<file path="src/gnps_pkg.sv">
// ----------------------------------------------------------------------------
// gnps_pkg: shared types and constants of the gated nearest point search
// Holds the payload structs, operation and status codes, the controller
// state type and the command and status bundles between the two halves.
// ----------------------------------------------------------------------------
package gnps_pkg;

    // Coordinate width is fixed by the payload fields (signed Q4.12).
    localparam int COORD_BITS          = 16;
    localparam int INDEX_W             = 10;
    localparam int DIST_W              = 34;
    localparam int STATUS_W            = 2;
    localparam int OP_W                = 2;
    localparam int STORE_DEPTH_DEFAULT = 1024;

    localparam logic [DIST_W-1:0] GATE_RESET = 34'd2055208;

    localparam logic [OP_W-1:0] OP_APPEND = 2'd0;
    localparam logic [OP_W-1:0] OP_QUERY  = 2'd1;
    localparam logic [OP_W-1:0] OP_CLEAR  = 2'd2;

    localparam logic [STATUS_W-1:0] STATUS_OK    = 2'd0;
    localparam logic [STATUS_W-1:0] STATUS_EMPTY = 2'd1;
    localparam logic [STATUS_W-1:0] STATUS_FULL  = 2'd2;

    typedef struct packed {
        logic [OP_W-1:0]              operation;
        logic signed [COORD_BITS-1:0] coord_x;
        logic signed [COORD_BITS-1:0] coord_y;
        logic signed [COORD_BITS-1:0] coord_z;
    } t_in_item;

    typedef struct packed {
        logic signed [COORD_BITS-1:0] nearest_x;
        logic signed [COORD_BITS-1:0] nearest_y;
        logic signed [COORD_BITS-1:0] nearest_z;
        logic [INDEX_W-1:0]           nearest_index;
        logic [DIST_W-1:0]            dist_sq;
        logic                         within_gate;
        logic [STATUS_W-1:0]          status;
    } t_out_item;

    typedef struct packed {
        logic signed [COORD_BITS-1:0] x;
        logic signed [COORD_BITS-1:0] y;
        logic signed [COORD_BITS-1:0] z;
    } t_point;

    typedef enum logic [1:0] {
        ST_IDLE,
        ST_SCAN,
        ST_DRAIN,
        ST_RESULT
    } t_state;

    typedef struct packed {
        logic accept;     // take the input transaction now
        logic scan_read;  // read the next stored point into the pipeline
        logic out_load;   // load the pending result into the output register
    } t_dp_cmd;

    typedef struct packed {
        logic count_zero;
        logic scan_last;  // current scan address is the last stored point
        logic pipe_busy;  // a distance is still in flight
        logic out_free;   // output register can take a result this cycle
    } t_dp_status;

endpackage

</file>
<file path="src/gnps_ctrl.sv">
// ----------------------------------------------------------------------------
// gnps_ctrl: controller of the gated nearest point search
// Sequences accept, store scan, pipeline drain and result hand-off.
// ----------------------------------------------------------------------------
module gnps_ctrl (
    input  logic                    i_clk,
    input  logic                    i_rst_n,
    input  logic                    i_in_valid,
    input  logic [gnps_pkg::OP_W-1:0] i_op,
    input  gnps_pkg::t_dp_status    i_status,
    output gnps_pkg::t_dp_cmd       o_cmd,
    output logic                    o_in_stall
);

    gnps_pkg::t_state r_state;
    gnps_pkg::t_state n_state;

    always_ff @(posedge i_clk) begin
        if (!i_rst_n) begin
            r_state <= gnps_pkg::ST_IDLE;
        end else begin
            r_state <= n_state;
        end
    end

    always_comb begin
        n_state = r_state;
        case (r_state)
            gnps_pkg::ST_IDLE: begin
                if (i_in_valid) begin
                    if (i_op == gnps_pkg::OP_APPEND) begin
                        n_state = gnps_pkg::ST_RESULT;
                    end else if (i_op == gnps_pkg::OP_QUERY) begin
                        n_state = i_status.count_zero ? gnps_pkg::ST_RESULT
                                                      : gnps_pkg::ST_SCAN;
                    end
                end
            end
            gnps_pkg::ST_SCAN: begin
                if (i_status.scan_last) begin
                    n_state = gnps_pkg::ST_DRAIN;
                end
            end
            gnps_pkg::ST_DRAIN: begin
                if (!i_status.pipe_busy) begin
                    n_state = gnps_pkg::ST_RESULT;
                end
            end
            gnps_pkg::ST_RESULT: begin
                if (i_status.out_free) begin
                    n_state = gnps_pkg::ST_IDLE;
                end
            end
            default: begin
                n_state = gnps_pkg::ST_IDLE;
            end
        endcase
    end

    always_comb begin
        o_cmd      = '0;
        o_in_stall = 1'b1;
        case (r_state)
            gnps_pkg::ST_IDLE: begin
                o_in_stall   = 1'b0;
                o_cmd.accept = i_in_valid;
            end
            gnps_pkg::ST_SCAN: begin
                o_cmd.scan_read = 1'b1;
            end
            gnps_pkg::ST_DRAIN: begin
                o_cmd = '0;
            end
            gnps_pkg::ST_RESULT: begin
                o_cmd.out_load = i_status.out_free;
            end
            default: begin
                o_cmd = '0;
            end
        endcase
    end

endmodule

</file>
<file path="config.mk">
export PLATFORM = sky130hd
export DESIGN_NAME = gnps_ctrl
export DESIGN_NICKNAME = d
export VERILOG_FILES = /design/src/gnps_pkg.sv /design/src/gnps_ctrl.sv
export SDC_FILE = /design/constraint.sdc
export NUM_CORES = 1
export LEC_CHECK = 0
export ABC_CLOCK_PERIOD_IN_PS = 3300
export BUFFER_PORTS_ARGS = -buffer_cell sky130_fd_sc_hd__buf_2
export CELL_PAD_IN_SITES_DETAIL_PLACEMENT = 2
export CELL_PAD_IN_SITES_GLOBAL_PLACEMENT = 2
export CORE_AREA = 2 2 39 41
export DETAILED_ROUTE_END_ITERATION = 8
export DIE_AREA = 0 0 41 43
export PLACE_DENSITY_LB_ADDON = 0.2
export REMOVE_ABC_BUFFERS = 1
export SETUP_SLACK_MARGIN = 0.5
export SYNTH_ARGS = -nofsm -noshare
export SYNTH_HDL_FRONTEND = slang
export SYNTH_SLANG_ARGS = --single-unit
export TNS_END_PERCENT = 100
</file>
<file path="constraint.sdc">
create_clock -name i_clk -period 3.3 [get_ports i_clk]
set_input_delay 0 -clock i_clk [delete_from_list [all_inputs] [get_ports i_clk]]
set_output_delay 0 -clock i_clk [all_outputs]
set_load 0.1 [all_outputs]
</file>
==> results.py, run 1 <==
metrics = {
    "clock_network": {
        "insertion_delay_ns": 0.22,
        "clkSlewWorstSetupHoldPaths_ns": 0.03,
        "cts_hold_buf": 0,
        "clockBufferDepth": 2,
        "post_cts_resized": 0,
        "cts_tree": "built",
        "htreeDepth": 1,
        "clock_sinks": 2,
        "root_buffer": "clkbuf_4",
        "cts_setup_buffers": 0,
        "cts_buffers": 3,
    },
    "sta": {
        "fin_crit_sh_pct": 50.5,
        "tightest_slew_ns": 0.490,
        "timing.final.max_slew_violations": 0,
        "hold_viol_final": 0,
        "rsz0062_at_grt": "false",
        "fin_tns_setup_ns": 0,
        "skew_ns": 0.000492,
        "period_minus_slack_ns": 1.67,
        "fmax_mhz": 600,
        "setup_viol": 0,
        "maxSlewHeadroom_pct": 67.6,
    },
    "finish": {
        "final-instance-count-excl-fill": 56,
        "reg_top3": "r_state x2",
        "n_antenna_cell": 0,
        "final_nets": 56,
        "syn2layout_area_growth_pct": 50.0,
        "layout-drive-gt1-share_pct": 40.0,
        "layout_commonest_cell": "buf_2",
        "final_cell_mix": "buf_2, inv_1, ha_1, clkbuf_4",
        "final.fill_count": 175,
        "largest_reg_flops": 2,
        "top_register": "r_state",
    },
    "floorplan": {
        "die_w_um": 41,
        "dieArea_mm2": 0.00176,
        "num_rows": 14,
        "core-area_mm2": 0.00138,
        "die_h_um": 43,
        "initial_core_util_pct": 14.8,
        "num_io_pins": 13,
    },
    "global_route": {
        "grt_pass1_wl_um": 834,
        "grt_max_degree": 5,
        "grt-ovfl-total": 0,
        "antenna_found_initial": 0,
        "track_usage_pct": 7.40,
        "grt_pass1_vias": 217,
    },
    "setup_path": {
        "start_kind": "flip-flop",
        "path_class": "reg -> reg",
        "r2r_setup_slack_ns": 1.63,
        "cp.arrival_ns": 1.77,
        "cp_max_fo": 4,
        "required_ns": 3.41,
        "cp-end-kind": "flip-flop",
    },
    "yosys": {
        "yosys.area_share.adder_pct": 30.5,
        "yosys.area.top_type_share_pct": 30.5,
        "synth_top_family_by_area": "adder cells",
        "ys_types": 13,
        "synth_compound_area_share_pct": 20.7,
        "synthMuxAreaShare_pct": 4.88,
        "yosysTopAreaCell": "ha_1",
        "yosys_warnings": 0,
        "yosys.area_share.simple_pct": 13.4,
        "synthTopCellsByArea": "ha_1, dfxtp_1, inv_1, a222oi_1, mux2i_1",
        "synth_xor_area_share_pct": 0,
        "avgSynthCellArea_um2": 8.21,
        "synth-seq-area-share_pct": 19.5,
        "syn_area_um2": 205,
        "netlist_instances": 25,
        "synth_seq_cells": 2,
    },
    "route": {
        "detail-route-antenna-nets": 0,
        "num_vias": 222,
        "wl_per_cell_um": 10.1,
        "via_per_inst": 3.96,
        "drc_errors": 0,
        "drtIter0Drc": 5,
        "dr.pass1.iters": 4,
        "drt-total-wl_um": 567,
    },
    "place": {
        "gp_congestion": 0.668,
        "place.port_buffers": 12,
        "place_inst": 53,
        "hpwl_um": 476,
    },
    "hold_path": {
        "hold_class": "in -> reg",
    },
    "status": {
        "status": "finished, final reports clean",
    },
    "job": {
        "cap_violations": 0,
    },
}
[logic make-up after synthesis]
group / after synthesis
AND/OR/NAND/NOR: 6
flip-flops: 2
adder cells (fa/ha/maj): 5
buffers and inverters: 6
AO/OA/AOI/OAI: 5
multiplexers: 1
[Yosys cell counts]
| master | number |
|---|---|
| mux2i_1 | 1 |
| nand2b_1 | 1 |
| and2_1 | 1 |
| ha_1 | 5 |
| dfxtp_1 | 2 |
| inv_1 | 6 |
| nand2_1 | 2 |
| a21o_2 | 1 |
| a222oi_1 | 1 |
| nor2_1 | 2 |
| o311a_1 | 1 |
| o221ai_1 | 1 |
| o21ai_0 | 1 |
[final timing paths]
| kind | startpoint | end | cells after the start |
|---|---|---|---|
| max | r_state[0]$_SDFFE_PN0P_ | r_state[0]$_SDFFE_PN0P_ | 5 |
| min | i_rst_n | r_state[0]$_SDFFE_PN0P_ | 2 |
| max reg2reg | r_state[0]$_SDFFE_PN0P_ | r_state[0]$_SDFFE_PN0P_ | 5 |
| min reg2reg | r_state[1]$_SDFFE_PN0P_ | r_state[1]$_SDFFE_PN0P_ | 2 |
[cell type report]
| type | instances | area [um2] | area share (%) |
|---|---|---|---|
| Inverter | 6 | 22.5 | 7.32 |
| Tap cell | 16 | 20.0 | 6.50 |
| Multi-Input combinational cell | 17 | 143 | 46.3 |
| Sequential cell | 2 | 40.0 | 13.0 |
| Clock buffer | 3 | 22.5 | 7.32 |
| Timing Repair Buffer | 12 | 60.1 | 19.5 |
[critical path: stages, from the launching register on]
cell and delay [ns]:
dfxtp_1 0.37, inv_1 0.10, ha_1 0.23, a222oi_1 0.39
nand2_1 0.16, o311a_1 0.31
[metal layers]
layer	global-route usage, %	up-vias	routed length (um)
met3	1.57	0	39
met5	0	-	0
li1	-	113	-
met2	10.3	7	283
met1	8.25	102	243
met4	8.00	0	0
[stage by stage]
stage	hold slack (ns)	instance area [um2]	setup slack, ns	util [%]
floorplan	0.131	205	0.944	-
global placement	0.267	285	1.66	20.6
detailed placement	0.280	285	1.61	20.6
CTS	0.0362	308	1.60	22.2
global route	0.0499	308	1.53	22.2
finish	0.0425	308	1.63	22.2
Power of run 1 is left out: the tool's default activity adds up to more than one toggle a clock period on the data nets, which glitch-free logic cannot reach.
==> run 2, diff against run 1 <==
ABC_AREA = 1   (was default)
ABC_CLOCK_PERIOD_IN_PS = 1600   (was 3300)
CORE_AREA = default   (was 2 2 39 41)
CORE_MARGIN = 2   (was default)
CORE_UTILIZATION = 19   (was default)
DIE_AREA = default   (was 0 0 41 43)
clock period = 1.6 ns   (was 3.3 ns; I/O delays follow)
==> run 2 against run 1 <==
Net effect: first-iteration DRC count down 100%; synthesized area up 22%; cell count up 20%; non-clock buffer count unchanged; clock-buffer cell count unchanged; setup slack worse by 1.2 ns; largest cell class unchanged; register-to-register slack worse by 1.2 ns.
==> results.py, run 2 <==
metrics = {
    "job": {
        "cap_violations": 0,
    },
    "finish": {
        "n_antenna_cell": 0,
        "final_cell_mix": "buf_2, nand2_1, inv_1, nor2_1",
        "multi_input_area_um2": 204,
        "layout-drive-gt1-share_pct": 65.4,
        "reg_top3": "r_state x2",
        "final.fill_count": 154,
        "largest_reg_flops": 2,
        "syn2layout_area_growth_pct": 78.0,
        "design_area_um2": 445,
        "area.sequential_um2": 47.5,
        "top_register": "r_state",
        "layout_commonest_cell": "buf_2",
        "final_nets": 68,
    },
    "clock_network": {
        "clkSlewWorstSetupHoldPaths_ns": 0.03,
        "cts_hold_buf": 0,
        "root_buffer": "clkbuf_4",
        "htreeDepth": 1,
        "clock_sinks": 2,
        "cts_tree": "built",
        "insertion_delay_ns": 0.22,
        "clockBufferDepth": 2,
        "cts_buffers": 3,
    },
    "global_route": {
        "grt-ovfl-total": 0,
        "grt_max_degree": 5,
        "grt_pass1_vias": 269,
        "antenna_found_initial": 0,
        "grt_pass1_wl_um": 979,
        "track_usage_pct": 9.68,
    },
    "floorplan": {
        "core-area_mm2": 0.00127,
        "dieArea_mm2": 0.00162,
        "num_io_pins": 13,
        "initial_core_util_pct": 19.7,
        "die_h_um": 40.3,
        "die_w_um": 40.3,
        "num_rows": 13,
    },
    "yosys": {
        "synthFlopType": "dfxtp_1",
        "synthMuxAreaShare_pct": 0,
        "yosys.area_share.adder_pct": 25.0,
        "synth-seq-area-share_pct": 16.0,
        "yosys.area_share.simple_pct": 37.0,
        "yosys.area.top_type_share_pct": 25.0,
        "yosysMostFrequentCell": "nand2_1",
        "yosys_warnings": 0,
        "synth_seq_cells": 2,
        "synth_compound_area_share_pct": 8.50,
        "yosysTopAreaCell": "ha_1",
        "synth_top_family_by_area": "simple AND/OR/NAND/NOR gates",
        "ys_types": 12,
        "synth_xor_area_share_pct": 0,
        "ys_top_cells_by_count": "nand2_1, inv_1, ha_1, nor2_1",
        "avgSynthCellArea_um2": 6.76,
        "async_flop_share_pct": 0,
        "synthTopCellsByArea": "ha_1, dfxtp_1, nand2_1, inv_1, a21oi_4",
        "synth_edf_count": 0,
        "netlist_instances": 37,
        "syn_area_um2": 250,
    },
    "setup_path": {
        "cp.arrival_ns": 1.31,
        "required_ns": 1.71,
        "critPathTopFamily": "simple AND/OR/NAND/NOR gates",
        "start_kind": "flip-flop",
        "slowest_stage": "dfxtp_4",
        "cp_cell_sequence": "inv_4, ha_4, or2_1, o21ai_1, nand2_1, nand2_1, nor2_2",
        "cp-end-kind": "flip-flop",
        "path_class": "reg -> reg",
        "max_stage_delay_ns": 0.36,
        "cp_num_cells": 7,
        "critPathMostFrequentCell": "nand2_1",
        "r2r_cells": 7,
        "cp_max_fo": 4,
        "path_buf_inv": 1,
    },
    "sta": {
        "hold_viol_final": 0,
        "fmax_mhz": 832,
        "layout_setup_ws_ns": 0.398,
        "tightest_slew_ns": 0.202,
        "period_minus_slack_ns": 1.20,
        "maxSlewHeadroom_pct": 86.5,
        "timing.final.max_slew_violations": 0,
        "holdWs_ns": 0.0270,
        "fin_crit_sh_pct": 75.1,
        "skew_ns": 0.000826,
        "rsz0062_at_grt": "true",
        "setup_viol": 0,
    },
    "route": {
        "drc_errors": 0,
        "dr.pass1.iters": 1,
        "drtIter0Drc": 0,
        "wl_per_cell_um": 9.90,
        "num_vias": 268,
        "detail-route-antenna-nets": 0,
        "via_per_inst": 4.00,
        "drt-total-wl_um": 663,
    },
    "place": {
        "place.port_buffers": 12,
        "place_ws_ns": 0.243,
        "hpwl_um": 548,
        "gp_congestion": 0.690,
        "postPlaceCellArea_um2": 329,
    },
    "hold_path": {
        "min_path_cells": 3,
        "hold_class": "in -> reg",
    },
    "status": {
        "status": "finished, final reports clean",
    },
}
-- run 2: cell count changes in the layout (fill, tap and decap cells not counted), moves of 3 or more --
cell	change
ha_2	+3
nand2_1	+5
ha_1	-4
inv_4	+3
buf_2	-4
nand2_2	+3
buf_12	+3
-- run 2: per-stage QoR --
| step | cells | util, % | TNS (ns) |
|---|---|---|---|
| finish | 67 | 35.1 | 0 |
| global route | 67 | 35.1 | 0 |
| CTS | 67 | 30.7 | 0 |
| detailed placement | 64 | 25.9 | 0 |
| global placement | 64 | 25.9 | 0 |
| floorplan | 37 | - | -0.355 |
-- run 2: worst reg2reg max path, delay by kind of cell, from the launching register on --
kind                       cells  cell delay, ns
buffers and inverters          1            0.05
AOI/OAI and AO/OA              1            0.08
DFF                            1            0.36
and+or+nand+nor                4            0.39
adders and majority gates      1            0.22
-- run 2: metal layers --
metal	wire, um	vias to the layer above	track usage (%)
met1	231	121	9.48
met2	391	5	16.5
met3	30	2	1.67
met4	9	0	10.0
li1	-	140	-
met5	0	-	0
-- run 2: cells by family (layout without fill, tap and decap cells) --
logic type,Yosys count,count (layout)
AO/OA/AOI/OAI,2,2
adder cells (fa/ha/maj),5,5
buffers and inverters,9,24
flip-flops,2,2
AND/OR/NAND/NOR,19,19
-- run 2: final cells by class --
| cell class | count | share of cell area (%) |
|---|---|---|
| clock buffers | 3 | 5.06 |
| inverters | 9 | 9.27 |
| multi-input cells | 26 | 45.8 |
| flip-flops and latches | 2 | 10.7 |
| well taps | 15 | 4.21 |
| repair buffers | 12 | 25.0 |
-- run 2: worst paths after layout --
path	startpoint	slack, ns	to
min	i_rst_n	0.03	r_state[1]$_SDFFE_PN0P_
max	r_state[1]$_SDFFE_PN0P_	0.40	r_state[1]$_SDFFE_PN0P_
min reg2reg	r_state[0]$_SDFFE_PN0P_	0.54	r_state[0]$_SDFFE_PN0P_
max reg2reg	r_state[1]$_SDFFE_PN0P_	0.40	r_state[1]$_SDFFE_PN0P_
-- run 2: what timing repair did --
item	4_1_cts	5_1_grt
setup buffers	0	0
endpoints found under the hold margin	0	0
endpoints found under the setup margin	6	5
gates resized for setup	17	17
pin swaps	3	4
Power of run 2 is left out for the same reason.
